### config.mk
export PLATFORM = sky130hd
export DESIGN_NAME = khd_slot_cell
export DESIGN_NICKNAME = d
export VERILOG_FILES = /design/src/hdl/khd_pkg.sv /design/src/hdl/khd_slot_cell.sv
export SDC_FILE = /design/constraint.sdc
export NUM_CORES = 1
export LEC_CHECK = 0
export ABC_AREA = 1
export BUFFER_PORTS_ARGS = -buffer_cell sky130_fd_sc_hd__buf_2
export CORE_UTILIZATION = 53
export CTS_BUF_LIST = sky130_fd_sc_hd__clkbuf_16
export DETAILED_ROUTE_END_ITERATION = 10
export PLACE_DENSITY = 0.85
export SETUP_SLACK_MARGIN = 0.02
export SKIP_LAST_GASP = 1
export SYNTH_ARGS = -nofsm -noshare
export SYNTH_HDL_FRONTEND = slang
export SYNTH_SLANG_ARGS = --single-unit
### constraint.sdc
create_clock -name clk -period 4.3 [get_ports clk]
set_clock_uncertainty 0.1 [all_clocks]
set_input_delay 0.86 -clock clk [delete_from_list [all_inputs] [get_ports clk]]
set_output_delay 0.86 -clock clk [all_outputs]
set_load 0.03 [all_outputs]
### src/hdl/khd_pkg.sv
`timescale 1ns / 1ps
// ----------------------------------------------------------------------------
// khd_pkg
// Shared types and constants of the minimum-hold key debouncer: value codes,
// sequencer states and the token that walks the ring of pending-slot cells.
// ----------------------------------------------------------------------------
package khd_pkg;

    // default sizes
    localparam int KEY_COUNT_DEF     = 256;
    localparam int PENDING_SLOTS_DEF = 8;
    localparam int TIME_BITS_DEF     = 32;

    // fixed field widths
    localparam int KEY_BITS = 8;
    localparam int VAL_BITS = 2;
    // wide enough to compare a key code against any key count up to 1024
    localparam int KEY_CMP_W = 11;

    // hold time register
    localparam logic [7:0] HOLD_MAX   = 8'd250;
    localparam logic [7:0] HOLD_RESET = 8'd50;

    // most releases one tick may pass on
    localparam int MAX_OUT = 8;
    localparam int CNT_W   = $clog2(MAX_OUT + 1);

    // request kinds
    localparam logic OP_EVENT = 1'b0;
    localparam logic OP_TICK  = 1'b1;

    // key values
    localparam logic [VAL_BITS-1:0] VAL_UP     = 2'd0;
    localparam logic [VAL_BITS-1:0] VAL_DOWN   = 2'd1;
    localparam logic [VAL_BITS-1:0] VAL_REPEAT = 2'd2;

    typedef enum logic [2:0] {
        ST_IDLE,
        ST_INJECT,
        ST_SCAN,
        ST_EMIT,
        ST_FLUSH
    } khd_state_t;

    // what a token asks of each slot cell it passes
    typedef enum logic [1:0] {
        TOK_TICK,
        TOK_CANCEL,
        TOK_PROBE,
        TOK_FILL
    } tok_mode_t;

    typedef struct packed {
        logic                active;
        tok_mode_t           mode;
        logic [KEY_BITS-1:0] key;
        logic                done;
        logic [CNT_W-1:0]    hits;
        logic                pend_found;
        logic                free_found;
        logic                rel_valid;
        logic [KEY_BITS-1:0] rel_key;
    } slot_token_t;

endpackage

### src/hdl/khd_slot_cell.sv
`timescale 1ns / 1ps
// ----------------------------------------------------------------------------
// khd_slot_cell
// One pending-release slot. Holds key and deadline, acts on the token that
// passes through it and hands the token on to the next cell.
// ----------------------------------------------------------------------------
module khd_slot_cell #(
    parameter int TIME_BITS = khd_pkg::TIME_BITS_DEF
) (
    input  logic                 clk,
    input  logic                 rst_n,
    input  logic                 advance,
    input  logic [TIME_BITS-1:0] time_now,
    input  logic [TIME_BITS-1:0] fill_deadline,
    input  khd_pkg::slot_token_t tok_up,
    output khd_pkg::slot_token_t tok_dn
);

    import khd_pkg::*;

    slot_token_t          tok_reg;
    logic                 valid_reg;
    logic                 valid_next;
    logic [KEY_BITS-1:0]  slot_key_reg;
    logic [KEY_BITS-1:0]  slot_key_next;
    logic [TIME_BITS-1:0] deadline_reg;
    logic [TIME_BITS-1:0] deadline_next;
    logic [TIME_BITS-1:0] lag;
    logic                 due;
    logic                 hit;

    always_comb
    begin
        // deadline reached when the wrapped lag lies in the lower half
        lag           = time_now - deadline_reg;
        due           = valid_reg && !lag[TIME_BITS-1];
        hit           = valid_reg && (slot_key_reg == tok_reg.key);
        tok_dn           = tok_reg;
        tok_dn.rel_valid = 1'b0;
        tok_dn.rel_key   = slot_key_reg;
        valid_next    = valid_reg;
        slot_key_next = slot_key_reg;
        deadline_next = deadline_reg;
        if (tok_reg.active)
        begin
            case (tok_reg.mode)
                TOK_TICK:
                begin
                    if (due && (tok_reg.hits < CNT_W'(MAX_OUT)))
                    begin
                        valid_next       = 1'b0;
                        tok_dn.hits      = tok_reg.hits + CNT_W'(1);
                        tok_dn.rel_valid = 1'b1;
                    end
                end
                TOK_CANCEL:
                begin
                    if (!tok_reg.done && hit)
                    begin
                        valid_next  = 1'b0;
                        tok_dn.done = 1'b1;
                    end
                end
                TOK_PROBE:
                begin
                    if (hit)
                    begin
                        tok_dn.pend_found = 1'b1;
                    end
                    if (!valid_reg)
                    begin
                        tok_dn.free_found = 1'b1;
                    end
                end
                TOK_FILL:
                begin
                    if (!tok_reg.done && !valid_reg)
                    begin
                        valid_next    = 1'b1;
                        slot_key_next = tok_reg.key;
                        deadline_next = fill_deadline;
                        tok_dn.done   = 1'b1;
                    end
                end
                default:
                begin
                    valid_next = valid_reg;
                end
            endcase
        end
    end

    always_ff @(posedge clk or negedge rst_n)
    begin
        if (!rst_n)
        begin
            tok_reg   <= '0;
            valid_reg <= 1'b0;
        end
        else if (advance)
        begin
            tok_reg   <= tok_up;
            valid_reg <= valid_next;
        end
    end

    always_ff @(posedge clk)
    begin
        if (advance)
        begin
            slot_key_reg <= slot_key_next;
            deadline_reg <= deadline_next;
        end
    end

endmodule
[After elaboration in Yosys (flattened, before gate mapping)]
Cells that the tools add are included.
Operators by class
  reductions and logical operators: 12
  add/sub/neg operators: 2
  magnitude comparators: 1
  muxes and demuxes: 15
  equal/unequal tests: 7
Operators by type and width (count)
  $sub A32 B32 Y32: 1
  $mux W1: 9
  $eq A8 B8 Y1: 1
  $mux W4: 2
  $mux W8: 1
  $ne A2 B2 Y1 const B: 3
  $reduce_and A6 Y1: 1
  $logic_and A1 B1 Y1: 5
  $add A4 B1 Y4 const B: 1
  $eq A2 B2 Y1 const B: 2
  $lt A4 B4 Y1 const B: 1
  $reduce_and A4 Y1: 1
  $logic_not A1 Y1: 3
  $pmux W1 S3: 1
  $reduce_bool A3 Y1: 1
  $eq A2 B1 Y1 const B: 1
  $logic_not A2 Y1: 1
  $mux W2: 1
  $pmux W1 S2: 1
Storage, ports and cells
  register bits: 59
  bits of input ports: 94
  output and inout port bits: 27
  logic and storage cells: 47

[Longest topological paths before layout]
  depth after elaboration: 7
  mapped depth: 18
  mapped depth without buffers: 18

[Least setup slack after synthesis]
Ideal clock, no wire load.
  kind: input port to output port
  from: in time_now[22]
  to: out tok_dn[14] (netlist name)
  buffers on the path: 0
  data required time: 3340 ps
  arrival: 2367 ps
  stages: 9
  slack: 973 ps
  cell sequence: ha_1 a21o_1 nor2_1 nand2_1 a21oi_1 a21oi_1 nor2_4 nand2_4 o21ai_2
RTL lines
  from (decl): line khd_slot_cell.sv:13  | input logic [TIME_BITS-1:0] time_now,
  to (decl): line khd_slot_cell.sv:16  | output khd_pkg::slot_token_t tok_dn

==> metrics <==
Die ar.=6340 µm²; clock slew seen by the registers of the worst setup and hold paths=0.05 ns; arrival time reported for the critical path endpoint=roughly 2.7 ns; number of library cell types mapped by synthesis=29; net switching power of the design=approximately 400 µW; WP data required=about 3.3 ns; first-pass GRT wire length=around 11000 µm; number of instances in the placed design=500; primary flip-flop cell chosen by synthesis mapping=edfxtp_1; largest net degree at the start of global routing=37; status=finished clean; cts bufs inserted=9; Reg2Reg Setup Slack=roughly 1.9 ns; 1st-pass router iterations=4; NumNets Final=564; share of synthesized flip-flops with an asynchronous set or reset=between 30% and 40%; clock power share=between 40% and 50%; post-cts resize count=0; Achievable Freq=around 0.28 GHz; via/cell ratio=4.92; Max Cap Violations=0; Crit. End Element=output port; CTS tree=done; number of setup buffers added after CTS=0; DRC violation count after routing=0; CTS HTree Levels=3; Port Buffers=111; Max FO, Critical Path=5; Tcrit/Tclk final=84.3%; drt total wl=about 6600 µm; sequential share of the synthesized area=between 50% and 60%; initial antenna violation count=0; met2 Usage GRT=39.3%; Clock Tree Buf Depth=2; register bit total from synthesis=between 50 and 60; unrepaired setup endpoints after global routing=no; Commonest cells post-synth=nand2_1 (81), inv_1 (60), edfxtp_1 (40); die width=~80 µm; count of antenna diodes in the layout=0; Yosys Warn Count=0; share of final-layout standard cells stronger than drive strength 1=between 30 and 40%; number of flip-flops under the largest register name=32; r2r worst-path depth=9; post-synth top area cell=edfxtp_1; Die Span Y=between 70 and 80 µm; post-synthesis net count=approximately 460; placement-stage worst setup slack=between 0.6 and 0.7 ns; pwr dens=approximately 390 nW/µm²; total of hold buffers inserted after clock tree synthesis=0; dominant cells by area after synthesis=edfxtp_1 (38%), dfrtp_1 (15%), ha_1 (12%); half-perimeter wire length after detailed placement=around 5100 µm; nature of the critical path startpoint=primary input; slack of the critical path=about 0.68 ns; top cell type's share of synthesized area=between 30% and 40%; relative contribution of sequential cells to total power=roughly two fifths; Combinational Power Share=between 10% and 20%; root buffer selected by CTS=clkbuf_16; most used standard cell by instance count after synthesis=nand2_1; First DRT Iteration DRCs=127; met1 demand-to-capacity share in global routing=about a quarter; end point of the most critical hold path=slot_key_reg[5]; final weighted congestion in routability-driven placement=0.849; synthesized area divided by synthesized cell count=a little under 10 µm²; worst reg2reg startpoint=tok_dn[19]; Clock Latency Late Sink=around 0.32 ns; minimum clock period after layout=approximately 3.6 ns; Crit Path Class=primary input to output port; switching power share of the total=between 20% and 30%; Post-DRT Antenna Nets=0; ports placed on the boundary=roughly 120; worst hold margin=between 0.3 and 0.4 ns; Max Slew Vio Count=0; vias=roughly 2500; WL per Instance=roughly 13 µm; remaining max-slew budget at the tightest pin=around half; highest ir drop seen on vdd=347 µV; sum of overflow across all layers after global routing=0; slew at the pin closest to its max-slew limit=just over 0.7 ns; internal power consumption=~1200 µW; HP Class=flip-flop to flip-flop; GR peak layer=met2; gate count after technology mapping=331; worst hold path stage count=0; initial core utilization=between 50% and 60%; number of placement rows=27; cell area after synthesis=around 3200 µm²; via count of the first global-routing pass=~2500; Finished Layout Cells=516; Layout area overhead=26.9%; hold path startpoint=tok_dn[21]; global-route met3 utilization=around 7.7%; area of the placeable core=approximately 5600 µm²; aggregate negative setup slack=0 ns; aggregate global-route resource usage=22.2%; final setup vio count=0; Leakage=0.00211 µW; Hold Vio Cnt, Final=0; total number of clock tree sinks=slightly below 60; capturing point of the worst reg2reg path=deadline_reg[26]; Post-synth EDFFs=40
## per-layer routing
layer	part of all wire, %	wire length, µm	vias to the layer above
li1	-	-	1277
met4	2.7	177	0
met2	50	3280	95
met3	7.1	468	19
met5	0	0	-
met1	40	2650	1150
## cell type report
| class | instances | area, µm² |
|---|---|---|
| clock buffer | 9 | 225 |
| sequential | 59 | 1680 |
| fill | 428 | 1590 |
| tap | 72 | 90.1 |
| clock inverter | 7 | 78.8 |
| multi-input combinational | 194 | 1180 |
| timing repair buffer | 112 | 563 |
| inverter | 63 | 236 |
## cells by family after synthesis
family	Yosys count	synth area share, %
AND/OR/NAND/NOR	121	16.6
buffers and inverters	78	10.5
flip-flops	59	52.5
AO/OA/AOI/OAI	34	5.80
adder cells (fa/ha/maj)	31	12.1
XOR/XNOR	4	1.10
multiplexers	4	1.41
## worst max-delay path by stage
stage	startpoint	to	slack, ns	cells after the start
after floorplan	time_now[22]	tok_dn[14]	0.97	9
after global placement	time_now[22]	tok_dn[14]	0.72	11
after detailed placement	time_now[30]	tok_dn[12]	0.66	12
after CTS	time_now[30]	tok_dn[12]	0.65	12
after global routing	time_now[22]	tok_dn[14]	0.47	11
final	time_now[22]	tok_dn[12]	0.68	12
## power by group through the flow
stage	combinational, µW	clock [µW]	sequential, µW
floorplan	134	0	660
global placement	190	0	661
detailed placement	200	0	662
CTS	202	719	652
global route	224	747	655
finish	200	711	652
## cells in the final DEF, fill, tap and decap left out, drive strengths merged, types with 3 or more instances in the layout
| cell | netlist | layout |
|---|---|---|
| buf | 11 | 112 |
| nand2 | 84 | 84 |
| inv | 63 | 62 |
| edfxtp | 40 | 40 |
| ha | 31 | 31 |
| dfrtp | 19 | 19 |
| o21ai | 18 | 18 |
| nor2 | 16 | 16 |
| a21oi | 12 | 12 |
| clkbuf | 4 | 9 |
| nand3 | 8 | 8 |
| nand4 | 5 | 5 |
| or2 | 4 | 4 |
| mux2 | 4 | 4 |
| clkinv | 0 | 4 |
| xor2 | 3 | 3 |
| clkinvlp | 0 | 3 |
## worst max-delay path, cell delays in order
cell and delay [ns]:
buf_2 0.10, ha_1 0.30, a21o_1 0.18, nor2_1 0.11, nand2_1 0.07, a21oi_1 0.26
a21oi_1 0.16, nor2_4 0.20, nand2_4 0.09, nand2_1 0.11, nand2_1 0.06, buf_2 0.18
## through the flow
stage	instance area (µm²)	power [µW]	util (%)
floorplan	3190	794	-
global placement	3750	851	66.4
detailed placement	3750	863	66.4
CTS	4050	1570	71.8
global route	4050	1630	71.8
finish	4050	1560	71.8
Power figures use the tool's default switching activity.
